[src/rtl/ptu_pkg.sv]
package ptu_pkg;

  localparam int ENTRIES_PER_PAGE = 1024;
  localparam int ENTRY_W          = $clog2(ENTRIES_PER_PAGE);
  localparam int STORE_PAGES      = 64;
  localparam int FRAME_W          = 20;
  localparam int PAGE_SHIFT       = 12;
  localparam int WORD_W           = 32;
  localparam int FUNC_W           = 2;
  localparam int ATTR_W           = 12;
  localparam int STATUS_W         = 2;
  localparam int CFG_IDX_W        = 2;
  localparam int IN_DATA_W        = 112;
  localparam int OUT_DATA_W       = 40;

  localparam logic [FRAME_W-1:0] STORE_BASE_RST  = 20'd256;
  localparam logic [FRAME_W-1:0] ALLOC_FIRST_RST = 20'd256;
  localparam logic [FRAME_W-1:0] ALLOC_LAST_RST  = 20'd319;

  localparam logic [CFG_IDX_W-1:0] CFG_STORE_BASE  = 2'd0;
  localparam logic [CFG_IDX_W-1:0] CFG_ALLOC_FIRST = 2'd1;
  localparam logic [CFG_IDX_W-1:0] CFG_ALLOC_LAST  = 2'd2;

  localparam logic [FUNC_W-1:0] FN_MAP   = 2'd0;
  localparam logic [FUNC_W-1:0] FN_UNMAP = 2'd1;
  localparam logic [FUNC_W-1:0] FN_ALLOC = 2'd2;
  localparam logic [FUNC_W-1:0] FN_NONE  = 2'd3;

  typedef enum logic [STATUS_W-1:0] {
    ST_OK        = 2'd0,
    ST_OUTSIDE   = 2'd1,
    ST_EXHAUSTED = 2'd2
  } status_t;

  // jump conditions
  typedef enum logic [3:0] {
    C_NEVER, C_ALWAYS, C_NO_INPUT, C_FUNC_ALLOC, C_FUNC_NONE, C_FUNC_UNMAP,
    C_DIR_OUT, C_PDE_SET, C_TAB_OUT, C_EXH, C_NF_OUT, C_CLR_MORE,
    C_SWEEP_MORE, C_OUT_BUSY
  } cond_t;

  typedef enum logic [1:0] {A_DIR, A_TAB, A_CLR, A_SWEEP} addr_sel_t;
  typedef enum logic [1:0] {W_ZERO, W_PDE, W_PTE} wdata_sel_t;

  localparam int UPC_W = 5;

  localparam logic [UPC_W-1:0] S_SWEEP = 5'd0;
  localparam logic [UPC_W-1:0] S_IDLE  = 5'd1;
  localparam logic [UPC_W-1:0] S_DISP  = 5'd2;
  localparam logic [UPC_W-1:0] S_CHK   = 5'd3;
  localparam logic [UPC_W-1:0] S_RDDIR = 5'd4;
  localparam logic [UPC_W-1:0] S_LDPDE = 5'd5;
  localparam logic [UPC_W-1:0] S_SPLIT = 5'd6;
  localparam logic [UPC_W-1:0] S_MAP   = 5'd7;
  localparam logic [UPC_W-1:0] S_MEXH  = 5'd8;
  localparam logic [UPC_W-1:0] S_MNOUT = 5'd9;
  localparam logic [UPC_W-1:0] S_MTAKE = 5'd10;
  localparam logic [UPC_W-1:0] S_MCLR  = 5'd11;
  localparam logic [UPC_W-1:0] S_MJMP  = 5'd12;
  localparam logic [UPC_W-1:0] S_MHAVE = 5'd13;
  localparam logic [UPC_W-1:0] S_MWDIR = 5'd14;
  localparam logic [UPC_W-1:0] S_MWTAB = 5'd15;
  localparam logic [UPC_W-1:0] S_UNMAP = 5'd16;
  localparam logic [UPC_W-1:0] S_URES  = 5'd17;
  localparam logic [UPC_W-1:0] S_ALLOC = 5'd18;
  localparam logic [UPC_W-1:0] S_ANOUT = 5'd19;
  localparam logic [UPC_W-1:0] S_ATAKE = 5'd20;
  localparam logic [UPC_W-1:0] S_ACLR  = 5'd21;
  localparam logic [UPC_W-1:0] S_ARES  = 5'd22;
  localparam logic [UPC_W-1:0] S_ERR1  = 5'd23;
  localparam logic [UPC_W-1:0] S_ERR2  = 5'd24;
  localparam logic [UPC_W-1:0] S_FIN   = 5'd25;
  localparam logic [UPC_W-1:0] S_NEXT  = 5'd26;

  typedef struct packed {
    cond_t            cond;
    logic [UPC_W-1:0] target;
    addr_sel_t        asel;
    wdata_sel_t       wsel;
    logic             mem_we;
    logic             accept;
    logic             ld_pde;
    logic             ld_tab;
    logic             take;
    logic             cnt_inc;
    logic             set_flush;
    logic             res_rd;
    logic             res_alloc;
    logic             set_status;
    status_t          status;
    logic             out_load;
  } ctrl_t;

  typedef struct packed {
    logic in_valid;
    logic func_alloc;
    logic func_none;
    logic func_unmap;
    logic dir_out;
    logic pde_set;
    logic tab_out;
    logic exh;
    logic nf_out;
    logic clr_more;
    logic sweep_more;
    logic out_busy;
  } flags_t;

  // microprogram
  function automatic ctrl_t ucode(input logic [UPC_W-1:0] step);
    ctrl_t cw;
    cw = '0;
    case (step)
      S_SWEEP: begin
        cw.mem_we = 1'b1; cw.asel = A_SWEEP; cw.wsel = W_ZERO; cw.cnt_inc = 1'b1;
        cw.cond = C_SWEEP_MORE; cw.target = S_SWEEP;
      end
      S_IDLE: begin
        cw.accept = 1'b1; cw.cond = C_NO_INPUT; cw.target = S_IDLE;
      end
      S_DISP: begin
        cw.cond = C_FUNC_ALLOC; cw.target = S_ALLOC;
      end
      S_CHK: begin
        cw.cond = C_FUNC_NONE; cw.target = S_FIN;
      end
      S_RDDIR: begin
        cw.asel = A_DIR; cw.cond = C_DIR_OUT; cw.target = S_ERR1;
      end
      S_LDPDE: begin
        cw.ld_pde = 1'b1;
      end
      S_SPLIT: begin
        cw.ld_tab = 1'b1; cw.cond = C_FUNC_UNMAP; cw.target = S_UNMAP;
      end
      S_MAP: begin
        cw.cond = C_PDE_SET; cw.target = S_MHAVE;
      end
      S_MEXH: begin
        cw.cond = C_EXH; cw.target = S_ERR2;
      end
      S_MNOUT: begin
        cw.cond = C_NF_OUT; cw.target = S_ERR1;
      end
      S_MTAKE: begin
        cw.take = 1'b1;
      end
      S_MCLR: begin
        cw.mem_we = 1'b1; cw.asel = A_CLR; cw.wsel = W_ZERO; cw.cnt_inc = 1'b1;
        cw.cond = C_CLR_MORE; cw.target = S_MCLR;
      end
      S_MJMP: begin
        cw.cond = C_ALWAYS; cw.target = S_MWDIR;
      end
      S_MHAVE: begin
        cw.cond = C_TAB_OUT; cw.target = S_ERR1;
      end
      S_MWDIR: begin
        cw.mem_we = 1'b1; cw.asel = A_DIR; cw.wsel = W_PDE; cw.set_flush = 1'b1;
      end
      S_MWTAB: begin
        cw.mem_we = 1'b1; cw.asel = A_TAB; cw.wsel = W_PTE;
        cw.cond = C_ALWAYS; cw.target = S_FIN;
      end
      S_UNMAP: begin
        cw.asel = A_TAB; cw.cond = C_TAB_OUT; cw.target = S_ERR1;
      end
      S_URES: begin
        cw.res_rd = 1'b1; cw.mem_we = 1'b1; cw.asel = A_TAB; cw.wsel = W_ZERO;
        cw.set_flush = 1'b1; cw.cond = C_ALWAYS; cw.target = S_FIN;
      end
      S_ALLOC: begin
        cw.cond = C_EXH; cw.target = S_ERR2;
      end
      S_ANOUT: begin
        cw.cond = C_NF_OUT; cw.target = S_ERR1;
      end
      S_ATAKE: begin
        cw.take = 1'b1;
      end
      S_ACLR: begin
        cw.mem_we = 1'b1; cw.asel = A_CLR; cw.wsel = W_ZERO; cw.cnt_inc = 1'b1;
        cw.cond = C_CLR_MORE; cw.target = S_ACLR;
      end
      S_ARES: begin
        cw.res_alloc = 1'b1; cw.cond = C_ALWAYS; cw.target = S_FIN;
      end
      S_ERR1: begin
        cw.set_status = 1'b1; cw.status = ST_OUTSIDE;
        cw.cond = C_ALWAYS; cw.target = S_FIN;
      end
      S_ERR2: begin
        cw.set_status = 1'b1; cw.status = ST_EXHAUSTED;
        cw.cond = C_ALWAYS; cw.target = S_FIN;
      end
      S_FIN: begin
        cw.out_load = 1'b1; cw.cond = C_OUT_BUSY; cw.target = S_FIN;
      end
      S_NEXT: begin
        cw.cond = C_ALWAYS; cw.target = S_IDLE;
      end
      default: begin
        cw.cond = C_ALWAYS; cw.target = S_IDLE;
      end
    endcase
    return cw;
  endfunction

endpackage

[src/rtl/ptu_useq.sv]
// microprogram sequencer: step counter, control ROM, conditional jump
module ptu_useq (
  input  logic            clk,
  input  logic            rst_n,
  input  ptu_pkg::flags_t flags,
  output ptu_pkg::ctrl_t  ctrl
);

  logic [ptu_pkg::UPC_W-1:0] upc_r;
  logic [ptu_pkg::UPC_W-1:0] upc_nxt;
  ptu_pkg::ctrl_t            cw;
  logic                      taken;

  assign cw = ptu_pkg::ucode(upc_r);

  always_comb begin
    case (cw.cond)
      ptu_pkg::C_NEVER:      taken = 1'b0;
      ptu_pkg::C_ALWAYS:     taken = 1'b1;
      ptu_pkg::C_NO_INPUT:   taken = ~flags.in_valid;
      ptu_pkg::C_FUNC_ALLOC: taken = flags.func_alloc;
      ptu_pkg::C_FUNC_NONE:  taken = flags.func_none;
      ptu_pkg::C_FUNC_UNMAP: taken = flags.func_unmap;
      ptu_pkg::C_DIR_OUT:    taken = flags.dir_out;
      ptu_pkg::C_PDE_SET:    taken = flags.pde_set;
      ptu_pkg::C_TAB_OUT:    taken = flags.tab_out;
      ptu_pkg::C_EXH:        taken = flags.exh;
      ptu_pkg::C_NF_OUT:     taken = flags.nf_out;
      ptu_pkg::C_CLR_MORE:   taken = flags.clr_more;
      ptu_pkg::C_SWEEP_MORE: taken = flags.sweep_more;
      ptu_pkg::C_OUT_BUSY:   taken = flags.out_busy;
      default:               taken = 1'b0;
    endcase
  end

  assign upc_nxt = taken ? cw.target : upc_r + 1'b1;

  always_ff @(posedge clk) begin
    if (!rst_n) begin
      upc_r <= ptu_pkg::S_SWEEP;
    end else begin
      upc_r <= upc_nxt;
    end
  end

  assign ctrl = cw;

endmodule

[config.mk]
export PLATFORM = sky130hd
export DESIGN_NAME = ptu_useq
export DESIGN_NICKNAME = d
export VERILOG_FILES = /design/src/rtl/ptu_pkg.sv /design/src/rtl/ptu_useq.sv
export SDC_FILE = /design/constraint.sdc
export NUM_CORES = 1
export LEC_CHECK = 0
export BUFFER_PORTS_ARGS = -buffer_cell sky130_fd_sc_hd__buf_4
export CORE_MARGIN = 10
export CORE_UTILIZATION = 50
export CTS_CLUSTER_DIAMETER = 50
export DETAILED_ROUTE_END_ITERATION = 7
export PLACE_DENSITY_LB_ADDON = 0.15
export SYNTH_ARGS = -nofsm -noshare
export SYNTH_HDL_FRONTEND = slang
export SYNTH_SLANG_ARGS = --single-unit
[constraint.sdc]
create_clock -name clk -period 3.13 [get_ports clk]
set_input_delay 0.1565 -clock clk [delete_from_list [all_inputs] [get_ports clk]]
set_output_delay 0.1565 -clock clk [all_outputs]
set_load 0.05 [all_outputs]
==> metrics, run 1 <==
hold path start rst_n; final period utilization between 90% and 100%; CP peak stage delay ~0.90 ns; worst-path cell chain nand2_1 -> buf_4 -> o21ai_0 -> a221oi_1 -> o311ai_4 -> mux2i_1 -> a211oi_4 -> mux2i_1; asr flop ratio synth 0%; commonest non-fill, non-tap cell in the layout buf_4; max-slew violations 0; Nets 221; TritonCTS clock tree yes; leakage power 0.668 nW; Mapped Area 1160 µm²; RR Endpoint upc_r[1]$_SDFF_PN0_; Final Skew 0.000668 ns; Max VDD drop 808 µV; vias per cell 6.11; Initial Util a little over half; largest net degree at the start of global routing 28; Routability Congestion 0.939; fin cells 229; Placed Cells 225; R2R Path Start upc_r[2]$_SDFF_PN0_; Post-Synth Simple-Gate Area 28.2%; Unique masters post-synth 53; Die ar. 4660 µm²; pwr dens 1160 nW/µm²; adder-cell share of the synthesized area 5.37%; slowest CP cell dfxtp_1; CP Launch Type flip-flop; FMAX between 300 and 400 MHz; Max Cap Viol 0; synth warn 0; Slew @ Worst Pin 0.898 ns; final hold slack 0.226 ns; Die W 68.3 µm; RSZ-0062 raised after global routing false; Final Routed Wirelength 3850 µm; P&R area growth vs syn 27.7%; Std-Cell Core Area 2210 µm²; run status completed; Required @ worst endpoint approximately 3.3 ns; most used cell, CP mux2i_1; hold depth 3; setup TNS 0 ns; WP buf/inv 1; vias in the first global route 1297; Routed Antenna Nets 0; CP delay by family, top compound AO/OA/AOI/OAI gates; 1st-iter DRT viols 94; critical setup path kind reg -> reg; max FFs per register 5; crit end category flip-flop; final setup fails 0; R2R depth 8; Post-Synth XOR/XNOR Area 3.01%; DRC violations left 0; global-route wire length before repair 5780 µm; Synth Instances 166; clock-pin transition on the worst setup and hold timing paths 0.04 ns; clk_lat worst skew 0.24 ns; PortBufs 39; Num Clock Sinks 5; FP Rows 17; Post-synth top flop dfxtp_1; crit path DAT 3.02 ns; H-Tree Depth 1; Die Ht 68.3 µm; DRT Pass-1 Iters 4; Hold EP upc_r[3]$_SDFF_PN0_; R2R Setup Slk 0.29 ns; Max-slew headroom 40.0%; Avg WL per Cell 16.8 µm; Vias 1400; Post-synth EDFFs 0; Final Hold Viols 0; total power 1.73 mW; DPL Wire Length 2970 µm; Reg with most FFs upc_r; antenna diode count 0; mux cell area share after synthesis 7.73%; sequential-to-total area share from yosys stat 8.59%; Post-CTS Hold Buffers 0; fraction of layout cells with a size suffix above 1 31.3%; Largest regs upc_r x5; maximum clock insertion buffer count 2; crit path time final 2.84 ns; grt ovf 0; clk root buf clkbuf_4; io pins 40; post-synthesis compound-gate area fraction 34.8%; Syn Nets 185; #FFs+latches synth 5; main combinational cell family by area after synthesis compound AO/OA/AOI/OAI gates; CP Max Fanout 27; initial antenna violation count 0; most frequent cells in the layout 48 x buf_4, 25 x nand2_1, 15 x nor2_1; CTS buffer count 3; class of the tightest hold or removal check in -> reg; syn avg cell area 7.02 µm²; GRT Resource Usage Total 15.6%
## synth_stat cells, types with 4 or more instances
| cell type | instances | share of area, % |
|---|---|---|
| mux2i_1 | 9 | 7.7 |
| ha_1 | 5 | 5.4 |
| or3_1 | 4 | 2.1 |
| a21oi_1 | 8 | 3.4 |
| nor2_1 | 15 | 4.8 |
| buf_6 | 4 | 3.9 |
| o21ai_0 | 8 | 3.4 |
| inv_1 | 8 | 2.6 |
| clkbuf_1 | 4 | 1.3 |
| dfxtp_1 | 5 | 8.6 |
| nand2_1 | 25 | 8.1 |
| nand3_1 | 5 | 2.1 |
| buf_2 | 6 | 2.6 |
| nor3_1 | 5 | 2.1 |
## worst max path at each step
stage | from | endpoint | cells past startpoint
3_3_place_gp | upc_r[0]$_SDFF_PN0_ | upc_r[0]$_SDFF_PN0_ | 9
5_1_grt | upc_r[2]$_SDFF_PN0_ | upc_r[3]$_SDFF_PN0_ | 8
4_1_cts | upc_r[0]$_SDFF_PN0_ | ctrl[17] | 8
6_report | upc_r[2]$_SDFF_PN0_ | upc_r[1]$_SDFF_PN0_ | 8
3_5_place_dp | upc_r[0]$_SDFF_PN0_ | upc_r[1]$_SDFF_PN0_ | 9
2_1_floorplan | upc_r[0]$_SDFF_PN0_ | upc_r[0]$_SDFF_PN0_ | 10
## where the power goes
part	total, mW	internal [mW]	switching [mW]
clock	0.0760	0.0483	0.0277
sequential	0.112	0.0809	0.0314
combinational	1.54	0.545	0.993
total	1.73	0.674	1.05
## worst register-to-register path, cell delays in order (launching register included)
cell and delay [ns]:
dfxtp_1 0.90, nand2_1 0.19, buf_4 0.20, o21ai_0 0.07, a221oi_1 0.16, o311ai_4 0.39, mux2i_1 0.18, a211oi_4 0.44
mux2i_1 0.23
## metrics by stage
| stage | area [µm²] | util, % | setup WS (ns) |
|---|---|---|---|
| final | 1490 | 67.3 | 0.287 |
| after floorplan | 1170 | - | 0.112 |
| after detailed placement | 1460 | 65.8 | 0.277 |
| after global routing | 1490 | 67.3 | 0.0893 |
| after CTS | 1480 | 67.0 | 0.216 |
| after global placement | 1460 | 65.8 | 0.281 |
## layer usage
| metal | global-route usage (%) | routed length (µm) | vias to the layer above |
|---|---|---|---|
| met3 | 3.26 | 383 | 4 |
| met4 | 4.27 | 33 | 0 |
| met1 | 18.7 | 1480 | 653 |
| met5 | 0 | 0 | - |
| met2 | 27.2 | 1940 | 68 |
| li1 | - | - | 675 |
## final cells by class
cell class	instances	area (µm²)
inverter	9	33.8
multi-input combinational	135	932
clock buffer	4	26.3
timing repair buffer	48	360
sequential	5	100
fill	202	724
tap	28	35.0
## repair_timing
item                                    4_1_cts  5_1_grt
buffers inserted                              0        0
gates resized for setup                       0        1
endpoints found under the setup margin        0        4
## cells by family after synthesis
group                    Yosys count
AO/OA/AOI/OAI                     48
buffers and inverters             26
flip-flops                         5
multiplexers                       9
XOR/XNOR                           4
adder cells (fa/ha/maj)            5
AND/OR/NAND/NOR                   69
(Power assumes the default switching activity.)
==> inputs of run 2 (changes only) <==
- CELL_PAD_IN_SITES_DETAIL_PLACEMENT: default -> 1
- CELL_PAD_IN_SITES_GLOBAL_PLACEMENT: default -> 2
- CORE_UTILIZATION: 50 -> 29
- clock period: 3.13 -> 3.6 ns (I/O delays scaled with it)
==> run 2 against run 1 <==
Register-to-register slack better by 0.24 ns. Sequential power hardly changed. Die area is 49% higher. Via count is 3.8% lower. Global-route usage is 3.6 points lower. Non-clock buffer count is 4 lower. Final area is 0.25% higher. Clock power is 36% higher. Hold slack better by 0.043 ns. Setup slack better by 0.22 ns. Critical path depth stayed put. Flip-flop and latch count stayed put. Critical path type is now reg -> out. Critical endpoint is now ctrl[17]. Highest routed layer unchanged.
==> metrics, run 2 (synthesis gave the netlist of run 1 again) <==
run status completed; clk root buf clkbuf_8; Die Ht 83.4 µm; fraction of layout cells with a size suffix above 1 between 20% and 30%; DRT Pass-1 Iters 4; Num Clock Sinks 5; DPL Wire Length 3350 µm; Std-Cell Core Area 3770 µm²; class of the tightest hold or removal check in -> reg; crit path DAT approximately 2.9 ns; fin cells 245; Nets 217; final period utilization ~86%; GRT Resource Usage Total 12.0%; Die ar. between 6000 and 7000 µm²; Vias 1347; largest net degree at the start of global routing 28; initial antenna violation count 0; clock-pin transition on the worst setup and hold timing paths 0.03 ns; RR Endpoint upc_r[0]$_SDFF_PN0_; R2R Setup Slk 0.53 ns; Die W between 80 and 90 µm; CP Launch Type flip-flop; max-slew violations 0; vias per cell between 5 and 6; 1st-iter DRT viols 71; PortBufs 39; Final Skew a little under 0.0007 ns; crit end category primary output; Reg with most FFs upc_r; setup TNS 0 ns; FP Rows 22; CP Max Fanout 11; Slew @ Worst Pin between 0.9 and 1 ns; R2R depth 9; vias in the first global route 1376; RSZ-0062 raised after global routing false; clk_lat worst skew 0.22 ns; Avg WL per Cell about 18 µm; Final Hold Viols 0; Routed Antenna Nets 0; TritonCTS clock tree yes; maximum clock insertion buffer count 2; commonest non-fill, non-tap cell in the layout buf_4; Routability Congestion 0.777; Placed Cells about 240; Max-slew headroom 35.7%; Max Cap Viol 0; final setup fails 0; Post-CTS Hold Buffers 0; grt ovf 0; worst setup path end ctrl[17]; CP Launch Point upc_r[0]$_SDFF_PN0_; Required @ worst endpoint ~3.4 ns; Largest regs upc_r x5; crit path time final between 3 and 4 ns; R2R Path Start upc_r[0]$_SDFF_PN0_; Max VDD drop 553 µV; DRC violations left 0; io pins 40; post-CTS setup buffer count 0; leakage power 0.655 nW; P&R area growth vs syn 28.0%; FMAX 323 MHz; H-Tree Depth 1; post-CTS sizing 0; pwr dens 1030 nW/µm²; CTS buffer count 3; global-route wire length before repair 7200 µm; critical setup path kind reg -> out; max FFs per register 5; Initial Util a little under a third; most frequent cells in the layout 44 x buf_4, 25 x nand2_1, 15 x nor2_1; antenna diode count 0; Final Routed Wirelength 4320 µm
==> run 2: where the power goes <==
group | total, mW | leakage, nW | switching, mW | internal [mW]
sequential | 0.109 | 0.0410 | 0.0389 | 0.0705
clock | 0.103 | 0.0228 | 0.0274 | 0.0760
combinational | 1.32 | 0.591 | 0.857 | 0.462
==> run 2: how the worst min path moves through the flow <==
stage,startpoint,depth (start not counted),to
final,rst_n,3,upc_r[2]$_SDFF_PN0_
after global routing,rst_n,3,upc_r[2]$_SDFF_PN0_
after CTS,rst_n,3,upc_r[2]$_SDFF_PN0_
after detailed placement,rst_n,3,upc_r[2]$_SDFF_PN0_
after global placement,rst_n,3,upc_r[0]$_SDFF_PN0_
after floorplan,rst_n,3,upc_r[3]$_SDFF_PN0_
==> run 2: cell type report <==
type / count / area (µm²)
sequential: 5 / 100
fill: 475 / 2280
clock buffer: 4 / 45.0
tap: 48 / 60.1
inverter: 9 / 33.8
multi-input combinational: 135 / 922
timing repair buffer: 44 / 330
==> run 2: per-stage QoR <==
stage	utilization, %	setup slack (ns)	hold slack (ns)	power, mW	instance area (µm²)
finish	39.5	0.506	0.270	1.53	1490
global route	39.5	0.310	0.283	1.64	1490
CTS	39.5	0.492	0.268	1.55	1490
detailed placement	38.4	0.547	0.499	1.44	1450
global placement	38.4	0.674	0.496	1.43	1450
floorplan	-	0.230	0.527	1.12	1160
==> run 2: metal layers <==
layer	track usage, %	part of all wire, %	vias up	routed length [µm]
met5	0	0	-	0
met4	2.31	0.32	0	14
met2	20.4	49	23	2120
met1	15.4	48	659	2060
met3	1.95	2.9	2	124
li1	-	-	663	-
==> run 2: worst max-delay path, stage by stage, from the launching register on <==
cell and delay [ns]:
dfxtp_1 0.34, ha_1 0.38, inv_1 0.25, nor3_1 0.09
ha_1 0.25, a311oi_1 0.52, o31ai_1 0.21, or3_1 0.43
buf_4 0.21
==> inputs of run 3 (changes only) <==
- PLACE_DENSITY: default -> 0.95
- PLACE_DENSITY_LB_ADDON: 0.15 -> default
==> run 3 against run 2 <==
Clock-buffer cell count stayed put. Clock skew about the same. Flip-flop and latch count unchanged. Via count is 0.52% lower. Register-to-register slack lost 0.09 ns. Hold slack got worse by 0.0057 ns. Combinational power is essentially flat. Non-clock buffer count is 3 lower. Setup slack lost 0.073 ns. Fmax shrank 2.3%. Core utilization fell by 0.60 points. First-iteration DRC count is 20% lower. Critical path type unchanged. Largest cell class unchanged.
==> metrics, run 3 (synthesis gave the netlist of run 1 again) <==
run status completed; CP delay by family, top flip-flops; WP buf/inv 1; final setup fails 0; Max VDD drop 435 µV; CTS buffer count 3; post-route setup slack approximately 0.43 ns; Max Cap Viol 0; critical setup path kind reg -> out; DRT Pass-1 Iters 4; Slew @ Worst Pin 0.930 ns; Sw Ratio 60.8%; DRC violations left 0; R2R depth 6; FP Rows 22; Reg with most FFs upc_r; TritonCTS clock tree yes; initial antenna violation count 0; worst-path cell chain nand2_1 -> a311oi_1 -> o31ai_1 -> or3_1 -> buf_4; global-route wire length before repair 6710 µm; GRT Resource Usage Total between 10% and 20%; Largest regs upc_r x5; Die W 83.4 µm; P&R area growth vs syn 26.1%; sequential power share 6.6%; CP peak stage delay 0.92 ns; RSZ-0062 raised after global routing false; Vias 1340; leakage power 0.642 nW; Gate power share 86.3%; vias per cell approximately 5.5; vias in the first global route 1323; Final Routed Wirelength 4080 µm; Nets approximately 210; most frequent cells in the layout 41 x buf_4, 25 x nand2_1, 15 x nor2_1; 1st-iter DRT viols 57; Routability Congestion 0.832; crit path time final 3.17 ns; crit end category primary output; Internal between 500 and 600 µW; setup TNS 0 ns; CP Max Fanout 27; Avg WL per Cell 16.9 µm; Max-slew headroom 37.9%; io pins 40; class of the tightest hold or removal check in -> reg; RR Endpoint upc_r[1]$_SDFF_PN0_; Final Hold Viols 0; Die Ht 83.4 µm; Final Skew between 0.0007 and 0.0008 ns; DPL Wire Length 3140 µm; Required @ worst endpoint between 3 and 4 ns; Routed Antenna Nets 0; largest net degree at the start of global routing 28; hold depth 3; Num Clock Sinks 5; commonest non-fill, non-tap cell in the layout buf_4; clock network fraction of design power under 10%; Hold EP upc_r[3]$_SDFF_PN0_; Die ar. 6950 µm²; crit path DAT 2.99 ns; maximum clock insertion buffer count 2; H-Tree Depth 1; post-CTS sizing 0; Post-CTS Hold Buffers 0; clk root buf clkbuf_8; Std-Cell Core Area ~3800 µm²; post-CTS setup buffer count 0; clock-pin transition on the worst setup and hold timing paths 0.04 ns; Net Sw Power approximately 900 µW; slowest CP cell dfxtp_1; R2R Path Start upc_r[2]$_SDFF_PN0_; hold path start rst_n; FMAX 316 MHz; pwr dens roughly 1000 nW/µm²; CP Launch Type flip-flop; Initial Util 30.9%; final period utilization 88.0%; max-slew violations 0; DP Worst Slack just under 0.5 ns; max FFs per register 5; antenna diode count 0; grt ovf 0; R2R Setup Slk about 0.44 ns; PortBufs 39; clk_lat worst skew 0.23 ns; fraction of layout cells with a size suffix above 1 27.8%
## run 3: changes by cell type in the layout (fill, tap and decap cells not counted)
cell	change
buf_4	-3
## run 3: cell type report
type                    instances  area (µm²)
flip-flops and latches          5         100
well taps                      48        60.1
inverters                       9        33.8
clock buffers                   4        45.0
repair buffers                 41         308
multi-input cells             135         922
fillers                       474        2300
## run 3: metal layers
| metal | routed length, µm | vias up | global-route usage, % |
|---|---|---|---|
| li1 | - | 661 | - |
| met1 | 2070 | 635 | 14.2 |
| met2 | 1830 | 39 | 18.2 |
| met3 | 144 | 5 | 2.25 |
| met4 | 40 | 0 | 2.31 |
| met5 | 0 | - | 0 |
## run 3: power groups by stage
| stage | combinational [mW] | sequential, mW | clock [mW] |
|---|---|---|---|
| 2_1_floorplan | 1.04 | 0.0789 | 0 |
| 3_3_place_gp | 1.31 | 0.101 | 0 |
| 3_5_place_dp | 1.32 | 0.101 | 0 |
| 4_1_cts | 1.32 | 0.101 | 0.107 |
| 5_1_grt | 1.40 | 0.105 | 0.110 |
| 6_report | 1.31 | 0.101 | 0.107 |
## run 3: metrics by stage
step | cells | area [µm²] | power (mW) | hold slack (ns) | util (%)
final | 242 | 1470 | 1.52 | 0.264 | 39.0
after global routing | 242 | 1470 | 1.62 | 0.287 | 39.0
after CTS | 242 | 1470 | 1.53 | 0.265 | 39.0
after detailed placement | 238 | 1420 | 1.42 | 0.500 | 37.8
after global placement | 238 | 1420 | 1.41 | 0.494 | 37.8
after floorplan | 166 | 1160 | 1.12 | 0.527 | -
## run 3: how the worst max path moves through the flow
stage | startpoint | endpoint | slack (ns) | cells after the start
global placement | upc_r[2]$_SDFF_PN0_ | upc_r[0]$_SDFF_PN0_ | 0.54 | 6
global route | upc_r[2]$_SDFF_PN0_ | upc_r[1]$_SDFF_PN0_ | 0.27 | 6
floorplan | upc_r[0]$_SDFF_PN0_ | upc_r[0]$_SDFF_PN0_ | 0.23 | 10
detailed placement | upc_r[2]$_SDFF_PN0_ | upc_r[4]$_SDFF_PN0_ | 0.49 | 6
finish | upc_r[2]$_SDFF_PN0_ | ctrl[17] | 0.43 | 5
CTS | upc_r[2]$_SDFF_PN0_ | ctrl[17] | 0.46 | 5
## run 3: tightest hold or removal path, cell delays in order
cell	delay, ns
buf_4	0.15
nand2_1	0.06
mux2i_1	0.05
